### src/rtl/lmbs_pkg.sv
`timescale 1ns / 1ps

package lmbs_pkg;

    // store geometry
    localparam int STORE_BYTES  = 16;
    localparam int MATRIX_LEDS  = 60;
    localparam int IDX_W        = 4;
    localparam logic [IDX_W-1:0] STATUS_BYTE = IDX_W'(STORE_BYTES - 1);

    // configuration register indexes
    localparam int CFG_IDX_W = 4;
    localparam int CFG_W     = 14;
    localparam logic [CFG_IDX_W-1:0] CFG_ON_TIME = 4'd0;
    localparam logic [CFG_IDX_W-1:0] CFG_PERIOD  = 4'd1;
    localparam logic [CFG_W-1:0] ON_TIME_RESET = 14'd256;
    localparam logic [CFG_W-1:0] PERIOD_RESET  = 14'd1024;

    // request types
    localparam logic [1:0] REQ_SET_LED    = 2'd0;
    localparam logic [1:0] REQ_SET_STATUS = 2'd1;
    localparam logic [1:0] REQ_CLEAR_ALL  = 2'd2;
    localparam logic [1:0] REQ_TICK       = 2'd3;

    // colour codes
    localparam logic [1:0] COL_OFF    = 2'd0;
    localparam logic [1:0] COL_GREEN  = 2'd1;
    localparam logic [1:0] COL_RED    = 2'd2;
    localparam logic [1:0] COL_ORANGE = 2'd3;

    // internal command operations
    localparam logic [1:0] OP_WRITE = 2'd0;
    localparam logic [1:0] OP_CLEAR = 2'd1;
    localparam logic [1:0] OP_TICK  = 2'd2;

    typedef struct packed {
        logic [1:0]  req_type;
        logic [7:0]  led_number;
        logic [1:0]  colour;
        logic        blink_flag;
        logic [7:0]  status_row;
        logic        status_on;
        logic [31:0] now_ms;
    } lmbs_req_t;

    typedef struct packed {
        logic [3:0] group_select;
        logic [7:0] latch_byte_0;
        logic [7:0] latch_byte_1;
        logic [7:0] latch_byte_2;
        logic [7:0] latch_byte_3;
        logic       blink_phase;
    } lmbs_res_t;

    typedef struct packed {
        logic [1:0]       op;
        logic [IDX_W-1:0] idx;
        logic [7:0]       mask;
        logic [7:0]       cval;
        logic [7:0]       bval;
        logic [31:0]      now_ms;
    } lmbs_cmd_t;

    typedef struct packed {
        logic [CFG_W-1:0] on_time;
        logic [CFG_W-1:0] period;
    } lmbs_cfg_t;

endpackage

### src/rtl/lmbs_front.sv
`timescale 1ns / 1ps

module lmbs_front (
    input  logic                  start,
    input  logic                  full,
    input  lmbs_pkg::lmbs_req_t   req,
    output logic                  push,
    output lmbs_pkg::lmbs_cmd_t   cmd
);

    logic       led_ok;
    logic       row_ok;
    logic [7:0] nm1;
    logic [2:0] shift;
    logic [1:0] pair;
    logic       keep;

    assign led_ok = (req.led_number >= 8'd1)
                 && (req.led_number <= 8'(lmbs_pkg::MATRIX_LEDS));
    assign row_ok = (req.status_row <= 8'd7);
    assign nm1    = req.led_number - 8'd1;
    assign shift  = {nm1[1:0], 1'b0};

    // {hi, lo}: hi is the green bit, lo the red bit
    always_comb
    begin
        unique case (req.colour)
            lmbs_pkg::COL_OFF:    pair = 2'b00;
            lmbs_pkg::COL_GREEN:  pair = 2'b10;
            lmbs_pkg::COL_RED:    pair = 2'b01;
            lmbs_pkg::COL_ORANGE: pair = 2'b11;
            default:              pair = 2'b00;
        endcase
    end

    always_comb
    begin
        cmd.op     = lmbs_pkg::OP_WRITE;
        cmd.idx    = '0;
        cmd.mask   = '0;
        cmd.cval   = '0;
        cmd.bval   = '0;
        cmd.now_ms = req.now_ms;
        keep       = 1'b0;
        unique case (req.req_type)
            lmbs_pkg::REQ_SET_LED:
            begin
                cmd.op   = lmbs_pkg::OP_WRITE;
                cmd.idx  = nm1[5:2];
                cmd.mask = 8'h03 << shift;
                cmd.cval = {6'd0, pair} << shift;
                cmd.bval = {6'd0, pair & {2{req.blink_flag}}} << shift;
                keep     = led_ok;
            end
            lmbs_pkg::REQ_SET_STATUS:
            begin
                cmd.op   = lmbs_pkg::OP_WRITE;
                cmd.idx  = lmbs_pkg::STATUS_BYTE;
                cmd.mask = 8'h01 << req.status_row[2:0];
                cmd.cval = {7'd0, req.status_on} << req.status_row[2:0];
                cmd.bval = {7'd0, req.blink_flag} << req.status_row[2:0];
                keep     = row_ok;
            end
            lmbs_pkg::REQ_CLEAR_ALL:
            begin
                cmd.op = lmbs_pkg::OP_CLEAR;
                keep   = 1'b1;
            end
            lmbs_pkg::REQ_TICK:
            begin
                cmd.op = lmbs_pkg::OP_TICK;
                keep   = 1'b1;
            end
            default:
            begin
                keep = 1'b0;
            end
        endcase
    end

    // ignored items are dropped here and never queued
    assign push = start && !full && keep;

endmodule

### src/rtl/lmbs_queue.sv
`timescale 1ns / 1ps

module lmbs_queue (
    input  logic                  clk,
    input  logic                  rst_n,
    input  logic                  push,
    input  lmbs_pkg::lmbs_cmd_t   push_cmd,
    output logic                  full,
    output logic                  empty,
    input  logic                  pop,
    output lmbs_pkg::lmbs_cmd_t   pop_cmd
);

    lmbs_pkg::lmbs_cmd_t mem_reg [2];
    logic       wr_ptr_reg, wr_ptr_next;
    logic       rd_ptr_reg, rd_ptr_next;
    logic [1:0] count_reg, count_next;

    assign full    = (count_reg == 2'd2);
    assign empty   = (count_reg == 2'd0);
    assign pop_cmd = mem_reg[rd_ptr_reg];

    always_comb
    begin
        wr_ptr_next = wr_ptr_reg ^ push;
        rd_ptr_next = rd_ptr_reg ^ pop;
        count_next  = count_reg + {1'b0, push} - {1'b0, pop};
    end

    always_ff @(posedge clk or negedge rst_n)
    begin
        if (!rst_n)
        begin
            wr_ptr_reg <= 1'b0;
            rd_ptr_reg <= 1'b0;
            count_reg  <= 2'd0;
        end
        else
        begin
            wr_ptr_reg <= wr_ptr_next;
            rd_ptr_reg <= rd_ptr_next;
            count_reg  <= count_next;
        end
    end

    always_ff @(posedge clk)
    begin
        if (push)
        begin
            mem_reg[wr_ptr_reg] <= push_cmd;
        end
    end

endmodule

### src/rtl/lmbs_back.sv
`timescale 1ns / 1ps

module lmbs_back (
    input  logic                  clk,
    input  logic                  rst_n,
    input  logic                  empty,
    input  lmbs_pkg::lmbs_cmd_t   cmd,
    input  lmbs_pkg::lmbs_cfg_t   cfg,
    output logic                  pop,
    output logic                  result_strobe,
    output lmbs_pkg::lmbs_res_t   result
);

    logic [7:0]  colour_reg [lmbs_pkg::STORE_BYTES];
    logic [7:0]  blink_reg  [lmbs_pkg::STORE_BYTES];
    logic        lit_reg, lit_next;
    logic [31:0] last_reg, last_next;
    logic [1:0]  group_reg, group_next;
    logic        strobe_reg, strobe_next;
    lmbs_pkg::lmbs_res_t res_reg, res_next;

    logic        is_tick;
    logic [31:0] diff;
    logic [3:0]  base;

    assign pop     = !empty;
    assign is_tick = pop && (cmd.op == lmbs_pkg::OP_TICK);
    assign diff    = cmd.now_ms - last_reg;
    assign base    = {2'b00, group_reg} + {1'b0, group_reg, 1'b0};

    function automatic logic [7:0] shown(input logic [7:0] c, input logic [7:0] b,
                                         input logic lit);
        shown = lit ? c : (c ^ b);
    endfunction

    always_comb
    begin
        lit_next    = lit_reg;
        last_next   = last_reg;
        group_next  = group_reg;
        strobe_next = is_tick;
        res_next    = res_reg;
        if (is_tick)
        begin
            priority if (diff > {18'd0, cfg.period})
            begin
                lit_next  = 1'b1;
                last_next = cmd.now_ms;
            end
            else if (lit_reg && (diff > {18'd0, cfg.on_time}))
            begin
                lit_next = 1'b0;
            end
            else
            begin
                lit_next = lit_reg;
            end
            group_next            = group_reg + 2'd1;
            res_next.group_select = 4'b0001 << group_reg;
            res_next.latch_byte_0 = shown(colour_reg[base], blink_reg[base], lit_next);
            res_next.latch_byte_1 = shown(colour_reg[base + 4'd1], blink_reg[base + 4'd1],
                                          lit_next);
            res_next.latch_byte_2 = shown(colour_reg[base + 4'd2], blink_reg[base + 4'd2],
                                          lit_next);
            res_next.latch_byte_3 = shown(colour_reg[{2'b11, group_reg}],
                                          blink_reg[{2'b11, group_reg}], lit_next);
            res_next.blink_phase  = lit_next;
        end
    end

    always_ff @(posedge clk or negedge rst_n)
    begin
        if (!rst_n)
        begin
            lit_reg    <= 1'b0;
            last_reg   <= '0;
            group_reg  <= '0;
            strobe_reg <= 1'b0;
        end
        else
        begin
            lit_reg    <= lit_next;
            last_reg   <= last_next;
            group_reg  <= group_next;
            strobe_reg <= strobe_next;
        end
    end

    always_ff @(posedge clk)
    begin
        res_reg <= res_next;
    end

    // store update: masked write of one byte, or clear of all but the status byte
    always_ff @(posedge clk or negedge rst_n)
    begin
        if (!rst_n)
        begin
            for (int i = 0; i < lmbs_pkg::STORE_BYTES; i++)
            begin
                colour_reg[i] <= '0;
                blink_reg[i]  <= '0;
            end
        end
        else if (pop)
        begin
            for (int i = 0; i < lmbs_pkg::STORE_BYTES; i++)
            begin
                if (cmd.op == lmbs_pkg::OP_CLEAR)
                begin
                    if (lmbs_pkg::IDX_W'(i) != lmbs_pkg::STATUS_BYTE)
                    begin
                        colour_reg[i] <= '0;
                        blink_reg[i]  <= '0;
                    end
                end
                else if ((cmd.op == lmbs_pkg::OP_WRITE) && (cmd.idx == lmbs_pkg::IDX_W'(i)))
                begin
                    colour_reg[i] <= (colour_reg[i] & ~cmd.mask) | cmd.cval;
                    blink_reg[i]  <= (blink_reg[i] & ~cmd.mask) | cmd.bval;
                end
            end
        end
    end

    assign result_strobe = strobe_reg;
    assign result        = res_reg;

endmodule

### src/rtl/led_matrix_blink_scanner.sv
`timescale 1ns / 1ps

// a scan tick is written into the command queue, then executed by the back end, which
// registers its group together with the result strobe for the receiver to take
// throughput: one transaction per cycle; the two-entry command queue drains every cycle
// busy rises only if the queue fills, which the back end never lets happen
// here the receiver cannot stall: each result is held for exactly one cycle
// reset: asynchronous active low; stores, blink phase, period start, scan group clear
module led_matrix_blink_scanner (
    input  logic                                  clk,
    input  logic                                  rst_n,
    // request transaction
    input  logic                                  start,
    output logic                                  busy,
    input  lmbs_pkg::lmbs_req_t                   req,
    // result transaction
    output logic                                  result_strobe,
    output lmbs_pkg::lmbs_res_t                   result,
    // configuration writes
    input  logic                                  cfg_we,
    input  logic [lmbs_pkg::CFG_IDX_W-1:0]        cfg_index,
    input  logic [lmbs_pkg::CFG_W-1:0]            cfg_data
);

    // blink timing registers, reset to 256 and 1024 ms
    logic [lmbs_pkg::CFG_W-1:0] on_time_reg, on_time_next;
    logic [lmbs_pkg::CFG_W-1:0] period_reg, period_next;
    lmbs_pkg::lmbs_cfg_t cfg;

    // front to queue
    logic                push;
    logic                full;
    lmbs_pkg::lmbs_cmd_t push_cmd;

    // queue to back
    logic                empty;
    logic                pop;
    lmbs_pkg::lmbs_cmd_t pop_cmd;

    always_comb
    begin
        on_time_next = on_time_reg;
        period_next  = period_reg;
        if (cfg_we)
        begin
            // indexes outside the register list are ignored
            if (cfg_index == lmbs_pkg::CFG_ON_TIME)
            begin
                on_time_next = cfg_data;
            end
            else if (cfg_index == lmbs_pkg::CFG_PERIOD)
            begin
                period_next = cfg_data;
            end
        end
    end

    always_ff @(posedge clk or negedge rst_n)
    begin
        if (!rst_n)
        begin
            on_time_reg <= lmbs_pkg::ON_TIME_RESET;
            period_reg  <= lmbs_pkg::PERIOD_RESET;
        end
        else
        begin
            on_time_reg <= on_time_next;
            period_reg  <= period_next;
        end
    end

    assign cfg.on_time = on_time_reg;
    assign cfg.period  = period_reg;

    // a request is taken whenever the queue has room
    assign busy = full;

    // front: decodes the request into a masked byte write, a clear or a tick,
    // and drops out-of-range led numbers and status rows
    lmbs_front u_front (
        .start (start),
        .full  (full),
        .req   (req),
        .push  (push),
        .cmd   (push_cmd)
    );

    // short command queue between decode and execution
    lmbs_queue u_queue (
        .clk      (clk),
        .rst_n    (rst_n),
        .push     (push),
        .push_cmd (push_cmd),
        .full     (full),
        .empty    (empty),
        .pop      (pop),
        .pop_cmd  (pop_cmd)
    );

    // back: owns the colour and blink stores, the blink phase and the scan group,
    // and registers one scan group per tick
    lmbs_back u_back (
        .clk           (clk),
        .rst_n         (rst_n),
        .empty         (empty),
        .cmd           (pop_cmd),
        .cfg           (cfg),
        .pop           (pop),
        .result_strobe (result_strobe),
        .result        (result)
    );

endmodule

### config.mk
export PLATFORM = sky130hd
export DESIGN_NAME = led_matrix_blink_scanner
export DESIGN_NICKNAME = d
export VERILOG_FILES = /design/src/rtl/lmbs_pkg.sv /design/src/rtl/lmbs_front.sv /design/src/rtl/lmbs_queue.sv /design/src/rtl/lmbs_back.sv /design/src/rtl/led_matrix_blink_scanner.sv
export SDC_FILE = /design/constraint.sdc
export NUM_CORES = 1
export LEC_CHECK = 0
export BUFFER_PORTS_ARGS = -buffer_cell sky130_fd_sc_hd__buf_2
export CAP_MARGIN = 25
export CORE_MARGIN = 2
export CORE_UTILIZATION = 29
export DETAILED_ROUTE_END_ITERATION = 10
export GPL_ROUTABILITY_DRIVEN = 0
export PLACE_DENSITY = 0.43
export REMOVE_ABC_BUFFERS = 1
export SYNTH_ARGS = -nofsm -noshare
export SYNTH_HDL_FRONTEND = slang
export SYNTH_HIERARCHICAL = 1
export SYNTH_SLANG_ARGS = --single-unit
### constraint.sdc
create_clock -name clk -period 11.31 [get_ports clk]
set_input_delay 1.6965 -clock clk [delete_from_list [all_inputs] [get_ports clk]]
set_output_delay 1.6965 -clock clk [all_outputs]
set_load 0.02 [all_outputs]
==> Yosys cells after proc, flatten, opt, wreduce, memory -nomap -nowiden <==
Memory sizes are Yosys's and may differ from the RTL's.
Index checks and enable logic that the tools add are counted.
{ "classes": {"addsub": 8, "multipliers": 0, "div_mod_pow": 0, "magnitude_cmp": 9, "eq_ne": 25, "shift": 7, "muxes": 97, "bitwise_logic": 79, "reduce_logical": 65} }
{ "op_table": {"columns": ["cell", "count"], "rows": [
  ["$mux 8", 80],
  ["$and 8x8->8", 32],
  ["$bmux 8 s4", 8],
  ["$or 8x8->8", 32],
  ["$gt 32x14->1", 2],
  ["$pmux 28 s2", 1],
  ["$reduce_and 2->1", 17],
  ["$eq 4x4->1 const B", 8],
  ["$sub 32x32->32", 1],
  ["$xor 8x8->8", 4],
  ["$reduce_bool 2->1", 15],
  ["$logic_and 1x1->1", 21],
  ["$ge 5x5->1 const B", 4],
  ["$not 4->5", 4],
  ["$eq 4x3->1 const B", 4],
  ["$shl 1x3->8", 2],
  ["$shl 2x3->8", 2],
  ["$eq 2x2->1 const B", 6],
  ["$eq 4x1->1 const B", 2],
  ["$eq 4x2->1 const B", 2],
  ["$ge 8x1->1 const B", 1],
  ["$le 8x3->1 const B", 1],
  ["$le 8x6->1 const B", 1],
  ["$logic_not 2->1", 4],
  ["other kinds (23)", 36]
]} }
{ "word_totals": {"regBits": 361, "latch_bits": 0, "mem_bits_rw": 124, "romBits": 0, "input_bits": 76, "out_inout_bits": 39, "n_memories": 1} }
{ "mem_list": {"columns": ["name", "depth", "width", "read_ports", "rd_ports_with_merged_regs", "wr", "line_no", "source"], "rows": [
  ["u_queue.mem_reg", 2, 62, 1, 0, 1, "lmbs_queue.sv:14", "lmbs_pkg::lmbs_cmd_t mem_reg [2];"]
]} }

==> Longest topological paths before layout <==
Gate-level depths: netlist of the first run.
{ "logic_depth": {"ltp_word": 8, "mapped_depth": 23} }

==> Hierarchy <==
The synthesis of the first run kept the hierarchy.
{ "modules_own_cells": {"columns": ["mod", "n_inst", "cells_per_inst", "area_per_inst_um2"], "rows": [
  ["lmbs_back", 1, 2001, 21058.9],
  ["lmbs_queue", 1, 209, 4982.3],
  ["led_matrix_blink_scanner", 1, 62, 1123.6],
  ["lmbs_front", 1, 136, 908.4]
]} }

==> Worst setup path after synthesis of the first run <==
No wires, ideal clock.
{ "synth_timing": {"path_type": "flip-flop to flip-flop", "start": "reg u_queue.rd_ptr_reg", "end": "reg u_back.last_reg[10]", "t_arrival_ns": 5.401, "t_required_ns": 11.182, "slack_ns": 5.782, "stages_incl_launch_ff": 9, "n_path_buf": 4, "synth_period_minus_slack_ns": 5.528, "cell_sequence": "dfrtp_1 > buf_6 > buf_12 > mux2_4 > clkbuf_1 > nor3b_1 > a21boi_1 > buf_2 > mux2_1"} }
{ "synth_rtl": {"columns": ["element", "line_no", "source"], "rows": [
  ["from (decl)", "lmbs_queue.sv:16", "logic rd_ptr_reg, rd_ptr_next;"],
  ["from (signal assigned)", "lmbs_queue.sv:41", "rd_ptr_reg <= rd_ptr_next;"],
  ["to (signal assigned)", "lmbs_back.sv:83", "last_reg <= last_next;"],
  ["to (decl)", "lmbs_back.sv:17", "logic [31:0] last_reg, last_next;"]
]} }

==> metrics.md, run 1 <==
| Metric | Value |
|---|---|
| Status | finished, final reports clean |
| Max-cap violation count | 0 |
| Vias in the first global route | about 20k |
| Number of flops mapped to enable cells by yosys | ~160 |
| WL final | around 84 mm |
| Post-CTS resize count | 0 |
| Final count of pins violating max slew | 0 |
| Fmax | 158 MHz |
| Worst-case hold path end point | u_back/last_reg[25]$_DFFE_PN0P_ |
| First-pass iteration count of the detailed router | 7 |
| Worst setup EP type | register |
| Vias per inst | 5.37 |
| Synth cell types | just over 90 |
| Rel. slew slack | 24.5% |
| # rows | approximately 110 |
| Fin util | 32.9% |
| CTS tree | done |
| Reg2reg start | u_queue/rd_ptr_reg$_DFF_PN0_ |
| Num CTS Buffers | 58 |
| Worst R2R Path Depth | 22 |
| WP data arrival | between 6000 and 7000 ps |
| Hold path start | u_back/last_reg[25]$_DFFE_PN0P_ |
| Final setup viols | 0 |
| Post-route clock period utilization | 55.9% |
| Final nets | ~2.6k |
| Die W | 315 um |
| Fin crit period | 6320 ps |
| Cells after Synth | 2408 |
| Crit-path cells | mux2_2, inv_1, ha_1, fa_1, nand2b_1, a21oi_1, o21ai_0, o21bai_1, a21oi_1, xnor2_1, ha_1, and4_1, nand2_1, o32ai_1, a41o_1, o2111ai_1, a2111oi_2, nand4_1, nor4_4, buf_4, a211oi_1, a211oi_1 |
| First-pass GRT wire length | 129 mm |
| Core box area | 0.0963 mm^2 |
| Peak supply drop | 0.173 mV |
| Die area | ~0.1 mm^2 |
| TNS Setup | 0 ps |
| Largest net degree at the start of global routing | 172 |
| Hold Path Class | register to register |
| Synthesized flop and latch total | 485 |
| Starting Density | 29.2% |
| IO Port Bufs | roughly 110 |
| Skew final | 39.2 ps |
| Worst-margin pin slew | ~1100 ps |
| Initial antenna violation count | 6 |
| CP top delay family | compound AO/OA/AOI/OAI gates |
| Latest clock arrival within the worst-skew pair | between 600 and 700 ps |
| Residual DRC | 0 |
| Post-DR wirelength/cell | about 23 um |
| Drt initial violations | 1515 |
| Post-layout instance count excluding filler cells | roughly 3.7k |
| Area of placed instances | around 0.030 mm^2 |
| Critical Path RT | 11770 ps |
| Slowest-stage cell, CP | buf_4 |
| HPWL after DPL | around 57 mm |
| CTS clk-pin slew, worst paths | 60 ps |
| Deepest clock path buffer count | 3 |
| CTS root buf | clkbuf_16 |
| Hold-fix buffers, CTS | 0 |
| Routed vias | 20.1k |
| Final ANT Viol Nets | 0 |
| Mapped cell area | 0.0281 mm^2 |
| Synthesis-to-layout area growth | 12.8% |
| Chip height | 315 um |
| Post-synth top cells | 467 x a21oi_1, 322 x dfrtp_1, 161 x edfxtp_1 |
| Setup bufs post-CTS | 0 |
| Post-route cell area | 0.0317 mm^2 |
| Dpl cells | 3625 |
| CP Max Fanout | 53 |
| GR Overflow Total | 0 |
| Largest area contributor in the netlist | dfrtp_1 |
| Largest cells by area after synthesis | dfrtp_1 29%, edfxtp_1 17%, mux4_2 11%, a21oi_1 8.3%, mux2_4 3.7% |
| # clock sinks | ~490 |
| PD cells | between 300 and 400 mW/mm^2 |
| Final WS setup | 4990 ps |
| GR Util All Layers | roughly 17% |
| Most used DFF post-synth | dfrtp_1 |
| R2R setup slack | about 5000 ps |
| Share of cells above drive strength 1 | roughly a quarter |
| Hold path depth | 1 |
| Post-synth top area share | between 20% and 30% |
| Fin. Hold Viols | 0 |
| Most common cell in the netlist | a21oi_1 |
| Warnings from Yosys | 6 |
| H-tree levels | 2 |
| RSZ-0062 raised after global routing | false |
| Register area share after synthesis | between 40% and 50% |
| Num ports | around 120 |
| Pre-CTS setup slack | between 5000 and 6000 ps |
| CP peak stage delay | 760 ps |
| Critical path type | register to register |
| Startpoint types | register |
| Post-synth ARST share | approximately 67% |
| Mean post-synth cell area | 11.7 um^2 |
| Static Leak | 0.0125 uW |
| Reg2reg end | u_back/result[24]$_DFFE_PP_ |
| Buf/Inv on CP | 2 |
per-layer routing:
metal	share of wire, %	global-route usage (%)	vias up
met5	0.055	0	-
met2	45	26.0	583
met3	6.1	2.91	98
li1	-	-	9079
met1	47	24.8	10296
met4	2.0	4.12	8
worst max-delay path by stage:
| stage | from | endpoint | slack, ps | cells past startpoint |
|---|---|---|---|---|
| after floorplan | u_back/group_reg[0]$_DFFE_PN0P_ | u_back/result[16]$_DFFE_PP_ | 420 | 4 |
| after global placement | u_queue/rd_ptr_reg$_DFF_PN0_ | u_back/result[24]$_DFFE_PP_ | 5300 | 22 |
| after detailed placement | u_queue/rd_ptr_reg$_DFF_PN0_ | u_back/result[24]$_DFFE_PP_ | 5060 | 22 |
| after CTS | u_queue/rd_ptr_reg$_DFF_PN0_ | u_back/result[24]$_DFFE_PP_ | 5000 | 22 |
| after global routing | u_queue/rd_ptr_reg$_DFF_PN0_ | u_back/result[24]$_DFFE_PP_ | 4500 | 22 |
| final | u_queue/rd_ptr_reg$_DFF_PN0_ | u_back/result[24]$_DFFE_PP_ | 4990 | 22 |
where the power goes:
part / switching, uW / internal (uW)
combinational: 3790 / 2910
clock: 790 / 1110
sequential: 532 / 2560
total: 5110 / 6590
metrics by stage:
step	hold WS [ps]	total power, uW
after floorplan	458	8020
after global placement	467	9680
after detailed placement	475	9790
after CTS	488	11800
after global routing	498	12600
final	481	11700
cells in the final DEF, fill, tap and decap left out, drive strengths merged, types with 12 or more instances in the layout:
cell,netlist,routed
a211oi,39,39
a21o,12,12
a21oi,475,475
a22o,64,64
a311oi,17,17
and2,12,12
buf,79,171
clkbuf,149,74
clkinv,1,24
dfrtp,322,322
edfxtp,161,161
ha,72,72
inv,88,92
mux2,170,170
mux2i,47,47
mux4,140,140
nand2,124,124
nand2b,17,17
nand3,37,37
nand4,17,17
nor2,79,79
nor2b,12,12
nor3,12,12
o21ai,92,92
o31ai,13,13
xnor2,27,27
worst register-to-register path, delay by kind of cell, from the launching register on:
family / cells / cell delay, ps
simple gates: 5 / 1030
fa+ha+maj: 3 / 940
buf+inv: 2 / 800
flops: 1 / 630
compound gates: 10 / 2280
mux: 1 / 300
xor+xnor: 1 / 180
final cells by class:
cell class                 instances  area (um^2)
fill                            9711        64600
multi-input combinational       1606        13800
sequential                       485        13000
tap                             1276         1600
clock buffer                      74         1590
timing repair buffer             171         1070
clock inverter                    36          359
inverter                          89          334
antenna                            2         5.00
kinds of logic (layout without fill, tap and decap cells):
logic type,after synthesis,count (layout),synth area share [%]
compound gates,781,781,16.8
mux,357,357,20.6
buf+inv,317,370,5.33
other cells,0,2,0
fa+ha+maj,73,73,3.28
xor+xnor,36,36,1.18
simple gates,359,359,6.62
flops,485,485,46.1
(Power assumes the default switching activity.)
==> inputs of run 2 (changes only) <==
- clock period: 11.31 -> 6.3 ns (I/O delays scaled with it)
==> run 2 against run 1 <==
Effect of this change: die area stayed put; cell area fell by 0.17%; sequential cell count did not move; core utilization down 0.055 points; via count grew 0.66%; sequential power up 80%; worst setup slack got worse by 4400 ps; combinational power is 79% higher; clock skew is 12 ps lower; clock power grew 73%; sequential share of layout area increased by 0.068 points; power increased by 78%.
==> metrics.md, run 2 (synthesis gave the netlist of run 1 again) <==
| Metric | Value |
|---|---|
| Vias per inst | 5.39 |
| Final count of pins violating max slew | 0 |
| Commonest cells after routing, fill and taps aside | 467 x a21oi_1, 320 x dfrtp_1, 161 x edfxtp_1 |
| # clock sinks | ~490 |
| Status | finished, final reports clean |
| Slowest-stage cell, CP | dfrtp_4 |
| Fin. Hold Viols | 0 |
| Post-route cell area | approximately 0.032 mm^2 |
| Die area | 0.0993 mm^2 |
| Residual DRC | 0 |
| Static Leak | 0.0125 uW |
| Hold Path Class | input pin to asynchronous set/reset pin |
| Worst R2R Path Depth | 22 |
| Num CTS Buffers | 59 |
| HPWL after DPL | 57.5 mm |
| Num ports | 115 |
| RSZ-0062 raised after global routing | false |
| Fin crit period | 5760 ps |
| Post-DR wirelength/cell | between 20 and 25 um |
| First-pass GRT wire length | 129 mm |
| Startpoint types | register |
| CTS root buf | clkbuf_16 |
| Vias in the first global route | 20.2k |
| Largest net degree at the start of global routing | 99 |
| Skew final | around 28 ps |
| Latest clock arrival within the worst-skew pair | 650 ps |
| Final ANT Viol Nets | 0 |
| H-tree levels | 2 |
| PD cells | 659 mW/mm^2 |
| Worst setup EP type | register |
| Initial antenna violation count | 9 |
| Crit-path cells | mux2_2, inv_1, ha_1, fa_1, nand2b_1, a21oi_1, o21ai_0, o21bai_1, a21oi_1, xnor2_1, ha_1, and4_1, nand2_1, o32ai_1, a41o_1, o2111ai_1, a2111oi_2, nand4_1, nor3_4, buf_4, a41oi_1, a211oi_2 |
| Core box area | 0.0963 mm^2 |
| Worst-margin pin slew | 1080 ps |
| Synthesis-to-layout area growth | 12.6% |
| Tot Pwr | 20800 uW |
| IO Port Bufs | 114 |
| # rows | 114 |
| Final setup viols | 0 |
| Deepest clock path buffer count | 3 |
| First-pass iteration count of the detailed router | 5 |
| Starting Density | 29.2% |
| Commonest non-fill, non-tap cell in the layout | a21oi_1 |
| Post-route clock period utilization | about nine tenths |
| Hold-fix buffers, CTS | 0 |
| Peak supply drop | 0.327 mV |
| Setup bufs post-CTS | 0 |
| CP Max Fanout | 20 |
| Critical path type | register to register |
| Max-cap violation count | 0 |
| Die W | 315 um |
| Fmax | 174 MHz |
| Area of placed instances | a little under 0.03 mm^2 |
| Critical Path RT | between 6000 and 7000 ps |
| Rel. slew slack | 27.7% |
| GR Util All Layers | 16.9% |
| CP peak stage delay | 580 ps |
| Chip height | 315 um |
| CTS tree | done |
| Share of cells above drive strength 1 | between 20% and 30% |
| Routed vias | 20.2k |
| Post-CTS resize count | 0 |
| WL final | 83.8 mm |
| CTS clk-pin slew, worst paths | ~60 ps |
| Drt initial violations | 1606 |
| GR Overflow Total | 0 |
| WP data arrival | 6220 ps |
| Final nets | 2568 |
## run 2: cell count changes in the layout (fill, tap and decap cells not counted), sizes merged
cell / before / now
diode: 2 / 4
clkbuf: 74 / 79
bufinv: 5 / 3
inv: 92 / 91
buf: 171 / 178
clkinv: 24 / 23
clkinvlp: 4 / 3
## run 2: final timing paths
path,start,endpoint,slack (ps)
max reg2reg,u_queue/rd_ptr_reg$_DFF_PN0_,u_back/result[2]$_DFFE_PP_,540
min in group clk,u_back/last_reg[25]$_DFFE_PN0P_,u_back/last_reg[25]$_DFFE_PN0P_,480
min reg2reg,u_back/last_reg[25]$_DFFE_PN0P_,u_back/last_reg[25]$_DFFE_PN0P_,480
min,rst_n,u_back/colour_reg[71]$_DFFE_PN0P_,220
max,u_queue/rd_ptr_reg$_DFF_PN0_,u_back/result[2]$_DFFE_PP_,540
max in group asynchronous,rst_n,u_back/blink_reg[101]$_DFFE_PN0P_,4730
## run 2: final cells by class
type                       count  area [um^2]
fill                        9602        64700
antenna                        4         10.0
timing repair buffer         178         1120
sequential                   485        13000
multi-input combinational   1606        13800
clock inverter                31          263
tap                         1276         1600
inverter                      89          334
clock buffer                  79         1590
## run 2: critical path, delay by kind of cell (launching register included)
| kind | cells | cell delay, ps |
|---|---|---|
| adders and majority gates | 3 | 920 |
| buffers and inverters | 2 | 480 |
| muxes | 1 | 280 |
| xor gates and xnor gates | 1 | 180 |
| AOI/OAI and AO/OA | 10 | 2150 |
| and+or+nand+nor | 5 | 980 |
| DFF | 1 | 580 |
## run 2: per-layer routing
metal	up-vias	share of wire (%)	track usage, %
met5	-	0.085	0
met4	10	2.2	4.21
met3	128	7.2	3.35
met2	713	44	25.2
met1	10254	47	24.8
li1	9091	-	-
## run 2: metrics by stage
step	TNS, ps	utilization, %	cells	setup WS, ps	hold slack [ps]
after floorplan	-199960	-	2180	-4590	458
after global placement	0	30.9	3631	794	467
after detailed placement	0	30.9	3633	629	475
after CTS	0	32.8	3743	590	210
after global routing	0	32.8	3747	109	243
final	0	32.8	3748	542	221
## run 2: report_power, final
part	total, uW	switching [uW]	internal, uW	leakage, uW
registers	5570	966	4600	0.00542
clock network	3290	1390	1890	0.000904
logic	12000	6770	5220	0.00618
total	20800	9130	11700	0.0125
